$ cat src/hw/rtl/lru_pkg.sv
// Shared types and constants for the LRU residency tracker.
`timescale 1ns / 1ps
`default_nettype none
package lru_pkg;
  localparam int MaxEntries = 32;
  localparam int KeyBits = 32;
  localparam int IdxBits = $clog2(MaxEntries);
  localparam int CntBits = $clog2(MaxEntries + 1);
  localparam logic [5:0] CapacityReset = 6'd30;
  localparam int QDepth = 2;

  typedef enum logic [1:0] {
    OP_PUT = 2'd0,
    OP_GET = 2'd1,
    OP_REMOVE = 2'd2,
    OP_PEEK = 2'd3
  } op_t;

  typedef struct packed {
    logic [1:0] opcode;
    logic [31:0] key_tag;
  } in_word_t;

  typedef struct packed {
    logic kind;
    logic [31:0] result_key;
    logic was_resident;
    logic last;
  } out_word_t;

  // Classified request handed from front to back.
  typedef struct packed {
    op_t op;
    logic [KeyBits-1:0] key;
  } req_t;

  typedef enum logic [1:0] {
    ST_IDLE,
    ST_EVICT,
    ST_STATUS
  } state_t;
endpackage
`default_nettype wire

$ cat src/hw/rtl/lru_residency_tracker_core.sv
// Top level of the LRU residency tracker.
// Usage:
// Requests (put, get, remove, peek) enter as words on the in_ queue port:
// a word is taken at a clock edge with in_push high and in_full low. A
// two-word front queue holds requests while the back end works.
// Results leave on the out_ queue port: the oldest word is shown while
// out_empty is low and is taken when out_pop is high. Each request yields
// zero or more eviction words followed by one status word with last set.
// An accepted request is registered into the back end, whose sequencer emits
// each eviction word and then the status word, one result per cycle while
// the receiver keeps taking words; it takes the next request only once back
// in idle. A stalled receiver holds the back end while the front queue
// keeps accepting until full.
// Capacity is written through cfg_ valid/ready while the block is idle;
// ready is high only while no request is queued or in the back end and no
// result word is waiting.
// Synchronous reset empties the directory, sets capacity to 30 and clears
// both queues.
`timescale 1ns / 1ps
`default_nettype none
module lru_residency_tracker_core (
  input  wire logic              clk,
  input  wire logic              rst_n,
  input  wire logic              in_push,
  input  wire lru_pkg::in_word_t in_word,
  output logic                   in_full,
  output logic                   out_empty,
  input  wire logic              out_pop,
  output lru_pkg::out_word_t     out_word,
  input  wire logic              cfg_valid,
  output logic                   cfg_ready,
  input  wire logic [5:0]        cfg_data
);
  import lru_pkg::*;

  logic       q_valid, q_take, busy;
  req_t       q_req;
  logic [5:0] cap_r;

  assign cfg_ready = !busy && !q_valid;

  always_ff @(posedge clk) begin
    if (!rst_n) cap_r <= CapacityReset;
    else if (cfg_valid && cfg_ready) cap_r <= cfg_data;
  end

  lru_front u_front (
    .clk, .rst_n, .in_push, .in_word, .in_full,
    .q_valid, .q_req, .q_take
  );

  lru_back u_back (
    .clk, .rst_n, .cap(cap_r), .q_valid, .q_req, .q_take, .busy,
    .out_empty, .out_word, .out_pop
  );

  property p_cfg_idle;
    @(posedge clk) disable iff (!rst_n) (cfg_valid && cfg_ready) |-> !busy;
  endproperty
  a_cfg_idle: assert property (p_cfg_idle) else $error("cfg");

  property p_cap_load;
    @(posedge clk) disable iff (!rst_n)
      (cfg_valid && cfg_ready) |=> cap_r == $past(cfg_data);
  endproperty
  a_cap_load: assert property (p_cap_load) else $error("cap");

  property p_take_needs_valid;
    @(posedge clk) disable iff (!rst_n) q_take |-> q_valid;
  endproperty
  a_take_needs_valid: assert property (p_take_needs_valid) else $error("take");
endmodule
`default_nettype wire

$ cat src/hw/rtl/lru_front.sv
// Front end: accepts request words into a short queue.
`timescale 1ns / 1ps
`default_nettype none
module lru_front (
  input  wire logic             clk,
  input  wire logic             rst_n,
  input  wire logic             in_push,
  input  wire lru_pkg::in_word_t in_word,
  output logic                  in_full,
  output logic                  q_valid,
  output lru_pkg::req_t         q_req,
  input  wire logic             q_take
);
  import lru_pkg::*;

  req_t             buf_r [QDepth];
  logic [0:0]       rd_r, rd_nxt, wr_r, wr_nxt;
  logic [1:0]       cnt_r, cnt_nxt;
  logic             do_push, do_pop;

  assign in_full = (cnt_r == 2'(QDepth));
  assign q_valid = (cnt_r != 2'd0);
  assign q_req   = buf_r[rd_r];
  assign do_push = in_push && !in_full;
  assign do_pop  = q_take && q_valid;

  always_comb begin
    rd_nxt  = do_pop ? rd_r + 1'b1 : rd_r;
    wr_nxt  = do_push ? wr_r + 1'b1 : wr_r;
    cnt_nxt = cnt_r + 2'(do_push) - 2'(do_pop);
  end

  always_ff @(posedge clk) begin
    if (!rst_n) begin
      rd_r <= '0;
      wr_r <= '0;
      cnt_r <= '0;
    end else begin
      rd_r <= rd_nxt;
      wr_r <= wr_nxt;
      cnt_r <= cnt_nxt;
    end
  end

  always_ff @(posedge clk) begin
    if (do_push) begin
      buf_r[wr_r] <= '{op: op_t'(in_word.opcode), key: in_word.key_tag[KeyBits-1:0]};
    end
  end

  property p_no_overflow;
    @(posedge clk) disable iff (!rst_n) cnt_r <= 2'(QDepth);
  endproperty
  a_no_overflow: assert property (p_no_overflow) else $error("queue overflow");

  property p_pop_drops;
    @(posedge clk) disable iff (!rst_n) (do_pop && !do_push) |=> cnt_r == $past(cnt_r) - 2'd1;
  endproperty
  a_pop_drops: assert property (p_pop_drops) else $error("pop count");

  property p_push_adds;
    @(posedge clk) disable iff (!rst_n) (do_push && !do_pop) |=> cnt_r == $past(cnt_r) + 2'd1;
  endproperty
  a_push_adds: assert property (p_push_adds) else $error("push count");
endmodule
`default_nettype wire

$ cat src/hw/rtl/lru_back.sv
// Back end: directory, recency ranks and result sequencing.
`timescale 1ns / 1ps
`default_nettype none
module lru_back (
  input  wire logic          clk,
  input  wire logic          rst_n,
  input  wire logic [5:0]    cap,
  input  wire logic          q_valid,
  input  wire lru_pkg::req_t q_req,
  output logic               q_take,
  output logic               busy,
  output logic               out_empty,
  output lru_pkg::out_word_t out_word,
  input  wire logic          out_pop
);
  import lru_pkg::*;

  logic [KeyBits-1:0] key_r   [MaxEntries];
  logic               valid_r [MaxEntries];
  logic [IdxBits-1:0] rank_r  [MaxEntries];
  logic [CntBits-1:0] count_r;

  state_t state_r, state_nxt;
  req_t   req_r;
  logic   was_r;
  logic   ov_r;
  out_word_t ob_r;
  // Slot of a put hit; the hit stays resident when no eviction was needed.
  logic [IdxBits-1:0] hit_idx_r;

  logic               hit;
  logic [IdxBits-1:0] hit_idx;
  logic [IdxBits-1:0] free_idx;
  logic [IdxBits-1:0] old_idx;
  logic               has_old;
  logic [CntBits-1:0] eff_cap;
  logic               out_free;
  logic               start, need_evict;
  logic               emit_ev, emit_st;
  logic               do_install;

  always_comb begin
    if (cap == 6'd0) eff_cap = CntBits'(1);
    else if (cap > 6'(MaxEntries)) eff_cap = CntBits'(MaxEntries);
    else eff_cap = CntBits'(cap);
  end

  always_comb begin
    hit = 1'b0;
    hit_idx = '0;
    free_idx = '0;
    has_old = 1'b0;
    old_idx = '0;
    for (int i = MaxEntries - 1; i >= 0; i--) begin
      if (valid_r[i] && key_r[i] == q_req.key) begin
        hit = 1'b1;
        hit_idx = IdxBits'(i);
      end
      if (!valid_r[i]) free_idx = IdxBits'(i);
      if (valid_r[i] && rank_r[i] == IdxBits'(count_r - 1'b1)) begin
        has_old = 1'b1;
        old_idx = IdxBits'(i);
      end
    end
  end

  assign out_free  = !ov_r || out_pop;
  assign out_empty = !ov_r;
  assign out_word  = ob_r;
  assign busy      = (state_r != ST_IDLE) || ov_r;

  // Count after the drop of a resident put.
  logic [CntBits-1:0] cnt_after;
  assign cnt_after = count_r - CntBits'(hit && q_req.op == OP_PUT);
  assign need_evict = cnt_after >= eff_cap && cnt_after != '0;

  always_comb begin
    state_nxt = state_r;
    unique case (state_r)
      ST_IDLE: if (q_valid) begin
        state_nxt = ST_STATUS;
        if ((q_req.op == OP_PUT || (q_req.op == OP_GET && !hit)) && need_evict)
          state_nxt = ST_EVICT;
      end
      ST_EVICT: if (out_free && (count_r - 1'b1 < eff_cap || count_r == CntBits'(1)))
        state_nxt = ST_STATUS;
      ST_STATUS: if (out_free) state_nxt = ST_IDLE;
      default: state_nxt = ST_IDLE;
    endcase
  end

  always_comb begin
    start   = (state_r == ST_IDLE) && q_valid;
    q_take  = start;
    emit_ev = (state_r == ST_EVICT) && out_free;
    emit_st = (state_r == ST_STATUS) && out_free;
  end

  // A new key is installed for put/get misses and for a dropped put hit.
  assign do_install = emit_st && (req_r.op == OP_PUT || req_r.op == OP_GET)
                      && !(req_r.op == OP_GET && was_r)
                      && !(req_r.op == OP_PUT && was_r && valid_r[hit_idx_r]);

  always_ff @(posedge clk) begin
    if (!rst_n) state_r <= ST_IDLE;
    else state_r <= state_nxt;
  end

  always_ff @(posedge clk) begin
    if (start) begin
      req_r <= q_req;
      was_r <= hit;
    end
  end

  // Directory update.
  always_ff @(posedge clk) begin
    if (!rst_n) begin
      count_r <= '0;
      for (int i = 0; i < MaxEntries; i++) begin
        valid_r[i] <= 1'b0;
        rank_r[i] <= '0;
      end
    end else if (start && hit && q_req.op != OP_PEEK) begin
      // Drop the hit on remove or evicting put; else move it to rank zero.
      for (int i = 0; i < MaxEntries; i++) begin
        if (valid_r[i] && IdxBits'(i) != hit_idx) begin
          if (q_req.op == OP_REMOVE) begin
            if (rank_r[i] > rank_r[hit_idx]) rank_r[i] <= rank_r[i] - 1'b1;
          end else if (q_req.op == OP_GET || !need_evict) begin
            if (rank_r[i] < rank_r[hit_idx]) rank_r[i] <= rank_r[i] + 1'b1;
          end else begin
            if (rank_r[i] > rank_r[hit_idx]) rank_r[i] <= rank_r[i] - 1'b1;
          end
        end
      end
      if (q_req.op == OP_REMOVE || (q_req.op == OP_PUT && need_evict)) begin
        valid_r[hit_idx] <= 1'b0;
        rank_r[hit_idx] <= '0;
        count_r <= count_r - 1'b1;
      end else begin
        rank_r[hit_idx] <= '0;
      end
    end else if (emit_ev) begin
      valid_r[old_idx] <= 1'b0;
      rank_r[old_idx] <= '0;
      count_r <= count_r - 1'b1;
    end else if (do_install) begin
      for (int i = 0; i < MaxEntries; i++)
        if (valid_r[i]) rank_r[i] <= rank_r[i] + 1'b1;
      valid_r[free_idx] <= 1'b1;
      rank_r[free_idx] <= '0;
      count_r <= count_r + 1'b1;
    end
  end

  always_ff @(posedge clk) begin
    if (start) hit_idx_r <= hit_idx;
  end

  always_ff @(posedge clk) begin
    if (do_install) key_r[free_idx] <= req_r.key;
  end

  always_ff @(posedge clk) begin
    if (!rst_n) ov_r <= 1'b0;
    else if (emit_ev || emit_st) ov_r <= 1'b1;
    else if (out_pop) ov_r <= 1'b0;
  end

  always_ff @(posedge clk) begin
    if (emit_ev) ob_r <= '{kind: 1'b0, result_key: 32'(key_r[old_idx]), was_resident: 1'b0,
                           last: 1'b0};
    else if (emit_st) ob_r <= '{kind: 1'b1, result_key: 32'(req_r.key), was_resident: was_r,
                                last: 1'b1};
  end

  property p_evict_has_victim;
    @(posedge clk) disable iff (!rst_n) emit_ev |-> has_old;
  endproperty
  a_evict_has_victim: assert property (p_evict_has_victim) else $error("no victim");

  property p_count_bound;
    @(posedge clk) disable iff (!rst_n) count_r <= CntBits'(MaxEntries);
  endproperty
  a_count_bound: assert property (p_count_bound) else $error("count over");

  property p_hold_out;
    @(posedge clk) disable iff (!rst_n) (ov_r && !out_pop) |=> $stable(ob_r);
  endproperty
  a_hold_out: assert property (p_hold_out) else $error("result lost");
endmodule
`default_nettype wire
$ cat config.mk
export PLATFORM = sky130hd
export DESIGN_NAME = lru_residency_tracker_core
export DESIGN_NICKNAME = d
export VERILOG_FILES = /design/src/hw/rtl/lru_pkg.sv /design/src/hw/rtl/lru_residency_tracker_core.sv /design/src/hw/rtl/lru_front.sv /design/src/hw/rtl/lru_back.sv
export SDC_FILE = /design/constraint.sdc
export NUM_CORES = 2
export LEC_CHECK = 0
export BUFFER_PORTS_ARGS = -buffer_cell sky130_fd_sc_hd__buf_2
export CORE_UTILIZATION = 30
export CTS_CLUSTER_SIZE = 30
export DETAILED_ROUTE_END_ITERATION = 10
export PLACE_DENSITY_LB_ADDON = 0.08
export SLEW_MARGIN = 20
export SYNTH_ARGS = -nofsm -noshare
export SYNTH_HDL_FRONTEND = slang
export SYNTH_SLANG_ARGS = --single-unit
$ cat constraint.sdc
create_clock -name clk -period 8.2 [get_ports clk]
set_clock_uncertainty 0.15 [all_clocks]
set_input_delay 0.82 -clock clk [delete_from_list [all_inputs] [get_ports clk]]
set_output_delay 0.82 -clock clk [all_outputs]
set_load 0.03 [all_outputs]
[After elaboration in Yosys (flattened, before gate mapping)]
Memory sizes are Yosys's and may differ from the RTL's. A register that Yosys moved wholly into a read port is not among the register bits.
Index checks and enable logic that the tools add are counted.
Word-level totals
  memory bits (writable): 1284
  register bits after elaboration: 93
  bits in read-only memories: 0
  input port bits: 45
  word-level logic and storage cells: 1654
  memories: 4
  bits in latches: 0
Memory list
  u_back.key_r: words 32, width 32, read ports 33, clocked after Yosys merged registers in 0, write ports 1, RTL line lru_back.sv:18  | logic [KeyBits-1:0] key_r [MaxEntries];
  u_back.rank_r: words 32, width 5, read ports 33, clocked after Yosys merged registers in 0, write ports 33, RTL line lru_back.sv:20  | logic [IdxBits-1:0] rank_r [MaxEntries];
  u_front.buf_r: words 2, width 34, read ports 1, clocked after Yosys merged registers in 1, write ports 1, RTL line lru_front.sv:16  | req_t buf_r [QDepth];
  u_back.valid_r: words 32, width 1, read ports 33, clocked after Yosys merged registers in 1, write ports 32, RTL line lru_back.sv:19  | logic valid_r [MaxEntries];
Operators by class
  add/sub/neg operators: 71
  $lt $le $gt $ge: 67
  bitwise operators: 129
  equality and inequality tests: 107
  div/mod/pow operators: 0
  reductions and logical operators: 151
  muxes and demuxes: 1111
  shift operators: 0
  $mul: 0
Operators with widths (count)
  two-way mux 5 bit: 233
  equality test 32 bit: 32
  two-way mux 1 bit: 865
  adder 5 x 1 -> 5 bit, second input constant: 32
  equality test 5 bit: 32
  > comparator 5 bit: 32
  less-than comparator 5 bit: 32
  subtractor 5 x 1 -> 5 bit, second input constant: 32
  bitwise OR 1 bit: 129
  logical AND 1 bit: 117
  != test 5 bit, first input constant: 16
  two-way mux 34 bit: 2
  != test 4 x 5 -> 1 bit, first input constant: 8
  two-way mux 6 bit: 6
  != test 3 x 5 -> 1 bit, first input constant: 4
  != test 2 x 5 -> 1 bit, first input constant: 2
  OR reduction 5 bit: 2
  logical NOT 1 bit: 8
  logical OR 1 bit: 8
  two-way mux 2 bit: 4
  nonzero test 2 bit: 4
  adder 6 x 1 -> 6 bit, second input constant: 1
  equality test 2 x 1 -> 1 bit, second input constant: 3
  equality test 2 bit, second input constant: 3
  21 further kinds: 29

[Longest topological paths before layout]
An unclocked memory read counts as a cell.
  depth in word-level cells: 51
  mapped depth: 37
  gate-level depth less buffers: 29

[Hierarchy]
Synthesis repeated with hierarchy kept, for this count alone.
Second synthesis, totals
  cells, all modules: 8638
  area total of the unflattened synthesis: 86765.7 um2
Modules (own cells, without submodules)
  lru_back: cells an instance 8478, area an instance 83649.0 um2, sequential area each 37075.6 um2, instances 1
  lru_front: cells an instance 133, area an instance 2845.2 um2, sequential area each 2142.1 um2, instances 1
  lru_residency_tracker_core: cells an instance 27, area an instance 271.5 um2, sequential area each 120.1 um2, instances 1

[Least setup slack after synthesis]
OpenSTA, ideal clock, no wires.
  kind: register to register
  start: register with a tool-made name
  end: memory u_back.rank_r[23][3] (netlist name)
  required time: 7975 ps
  cell stages (with the launch flop): 30
  data arrival time: 8526 ps
  setup time: 75 ps
  path slack: -551 ps
  path through: dfxtp_1 buf_6 buf_6 mux2i_4 nor2_1 a211o_1 or4_1 or4_1 a2111oi_2 o211a_1 a221o_1 o21ba_1 buf_4 buf_1 clkbuf_1 nand2_1 a31oi_1 o22ai_1 o21ai_0 ha_1 nor2b_1 o21a_1 o21a_1 o21ai_0 nand2b_1 or3_1 a2111oi_0 a21oi_1 or3_1 a31oi_1
RTL lines (RTL line)
  to (decl): lru_back.sv:20

==> metrics.csv <==
metric,value,unit
outcome,"finished, final reports clean",
final worst path period need,8.15,ns
Total Routed Length,502,mm
CORE AREA,285000,um^2
"Async S/R FF share, synth",0,
Post-synth EDFFs,1164,
1st-iter DRT viols,9169,
Gate Count Post-Synth,8342,
cell taking the most area after synthesis,edfxtp_1,
Post-Syn Area,86200,um^2
worst skew pair latency,0.92,ns
drt pass-1 iters,6,
P&R area growth vs syn,27.2,%
Placer Congestion,1.03,
Reg area,39300,um^2
Cell variety after synth,110,
Leakage,39.1,nW
part of the cycle the worst path needs,0.994,
die area,289000,um^2
multi-input logic area,45700,um^2
num rows,196,
# fillers,28258,
GRT overflow,0,
Total GRT Usage,0.338,
Least-Margin Pin Slew,1.15,ns
critical path type,flop to flop,
total negative slack,0,ns
Total Power,28.5,mW
net count after synthesis,8629,
# setup viols final,0,
post-synthesis average cell area,10.3,um^2
routed via count,78532,
hold depth,1,
Worst Setup Start Kind,flop,
CP max stage cell,a311o_1,
Synth Register Bits,1383,
Power Dens Cells,260,nW/um^2
data required time of the critical path,8.77,ns
yosys warns,0,
Critical Path Sink Type,flop,
die width,538,um
Slew headroom,0.225,
Fmax,0.123,GHz
Most Frequent Cell on Critical Path,buf_4,
peak supply drop,0.170,mV
Post-route DRC,0,
r2r setup slk,0.05,ns
CTS tree,done,
WL per Instance,37.3,um
Routed Antenna Nets,0,
dpl hpwl,384,mm
maximum level of the CTS H-tree,4,
most frequent cell after synthesis,edfxtp_1,
"Seq/Total Area, Yosys",0.456,
Final nets,9817,
Clock transition at path regs,0.06,ns
Fin. Hold Viols,0,
Root Buffer,clkbuf_16,
vias per inst,5.84,
hold_sp,in_word[3],
max incr delay on CP,0.52,ns
Post-synth top cells,"1164 x edfxtp_1, 1091 x xnor2_1, 653 x nor2_1",
Worst Hold End,u_front.buf_r[1][3]$_DFFE_PP_,
vias in the first global route,75838,
CTS Buf Count,181,
hold crit path type,input port to flop,
r2r worst-path depth,37,
ys flop type,edfxtp_1,
"Arr. time, crit path",8.73,ns
Starting Density,0.302,
initial antenna violation count,63,
Max-cap violations,0,
I/O Pins,83,
layout cells sized above 1,0.229,
r2r endpoint,u_back.rank_r[25][0]$_SDFFE_PP0P_,
area fraction of the dominant cell type after synthesis,0.406,
Chip Height,538,um
largest net degree at the start of global routing,82,
Max Slew Vio Count,0,
first-pass GRT wire length,668,mm
crit-path max FO,16,
CTS sink cnt,1383,
port bufs,82,
Synth area leaders,"edfxtp_1 41%, xnor2_1 11%, dfxtp_1 5.1%",
Clock Path Buffers,4,
-- kinds of logic after synthesis --
kind of cell,after synthesis,synth area share
simple gates,2848,0.165
compound gates,1554,0.122
flops,1383,0.456
xor+xnor,1234,0.131
buf+inv,711,0.0362
mux,370,0.0538
fa+ha+maj,242,0.0351
-- critical path: cells and delay by family (launching register included) --
kind | cells | cell delay (ns)
mux | 2 | 0.50
flops | 1 | 0.40
xor+xnor | 2 | 0.28
fa+ha+maj | 1 | 0.28
buf+inv | 14 | 2.44
simple gates | 8 | 1.61
compound gates | 10 | 2.23
-- layout by cell type, fill, tap and decap left out, types with 51 or more instances in the layout --
cell       netlist  final
buf_4           54   1209
o22ai_1         86     82
xor2_1         107    107
a211oi_1       140    133
dfxtp_1        219    215
nor2b_1         52     51
nor2_1         653    601
ha_1           242    228
mux2_2          63     61
a21oi_1        296    282
nand4_1        147    147
o21ai_0        346    312
nand2_1        626    620
clkbuf_16        0    187
a311oi_1        53     53
nand3_1        350    348
nor4_1         447    415
buf_12           1    136
edfxtp_1      1164   1164
xnor2_1       1091   1062
inv_1          198    193
a31oi_1         90     86
and3_1          69     68
mux2i_1        237    228
buf_2           72     81
nor3_1         184    170
o221ai_1        79     76
-- routing by layer --
metal / vias up / GRT usage / part of all wire / wire (um)
li1: 33756 / - / - / -
met1: 39825 / 0.427 / 0.40 / 201000
met2: 3942 / 0.541 / 0.45 / 227000
met5: - / 0 / 0.00012 / 61
met3: 999 / 0.0499 / 0.071 / 35700
met4: 10 / 0.219 / 0.077 / 38600
-- state kept, by name, summed over array words and instances (netlist names), named ones only --
signal and flops:
u_back.hit_idx_r 5, u_front.buf_r 68, u_front.rd_r 1, u_back.valid_r 32, u_back.was_r 1, u_back.key_r 1024, u_front.cnt_r 2, u_back.out_word 34
u_back.ov_r 1, u_back.rank_r 160, u_back.req_r 34, cap_r 6, u_front.wr_r 1, u_back.state_r 2, u_back.count_r 6
-- repair_timing --
| action | 4_1_cts | 5_1_grt |
|---|---|---|
| gates resized for setup | 155 | 216 |
| pin swaps | 31 | 75 |
| hold buffers | 32 | 0 |
| endpoints found under the hold margin | 60 | 0 |
| setup endpoints to repair | 160 | 155 |
| buffers inserted | 30 | 58 |
| gates cloned | 1 | 2 |
-- through the flow --
stage,utilization,hold slack [ns],instance area [um^2],cells,setup slack (ns)
6_report,0.384,0.0446,110000,13458,0.0484
5_1_grt,0.384,0.0435,110000,13435,-0.0543
4_1_cts,0.378,0.0172,108000,13377,0.000588
3_5_place_dp,0.353,0.283,101000,12991,-0.945
3_3_place_gp,0.353,0.288,101000,12989,-1.80
2_1_floorplan,-,0.268,86200,8342,0.0222
-- power breakdown --
| part | internal [mW] | switching (mW) | leakage (nW) |
|---|---|---|---|
| Sequential | 8.56 | 0.434 | 12.3 |
| Combinational | 3.97 | 7.55 | 24.1 |
| Clock | 4.54 | 3.45 | 2.76 |
| Total | 17.1 | 11.4 | 39.1 |
-- worst max-delay path by stage --
stage | from | endpoint | slack (ns)
after CTS | flop | u_back.rank_r[16][4]$_SDFFE_PP0P_ | 0.0006
final | flop | u_back.rank_r[25][0]$_SDFFE_PP0P_ | 0.05
after detailed placement | flop | u_back.rank_r[13][3]$_SDFFE_PP0P_ | -0.95
after global placement | flop | u_back.rank_r[13][3]$_SDFFE_PP0P_ | -1.80
after floorplan | flop | u_back.rank_r[23][3]$_SDFFE_PP0P_ | 0.02
after global routing | flop | u_back.rank_r[22][3]$_SDFFE_PP0P_ | -0.05
-- layout make-up --
type,instances,share of cell area
Timing Repair Buffer,1514,0.121
Clock buffer,232,0.0448
Tap cell,3762,0.0429
Sequential cell,1383,0.359
Clock inverter,91,0.00704
Antenna cell,26,0.000594
Multi-Input combinational cell,6248,0.417
Inverter,202,0.00699
(Power assumes the default switching activity.)
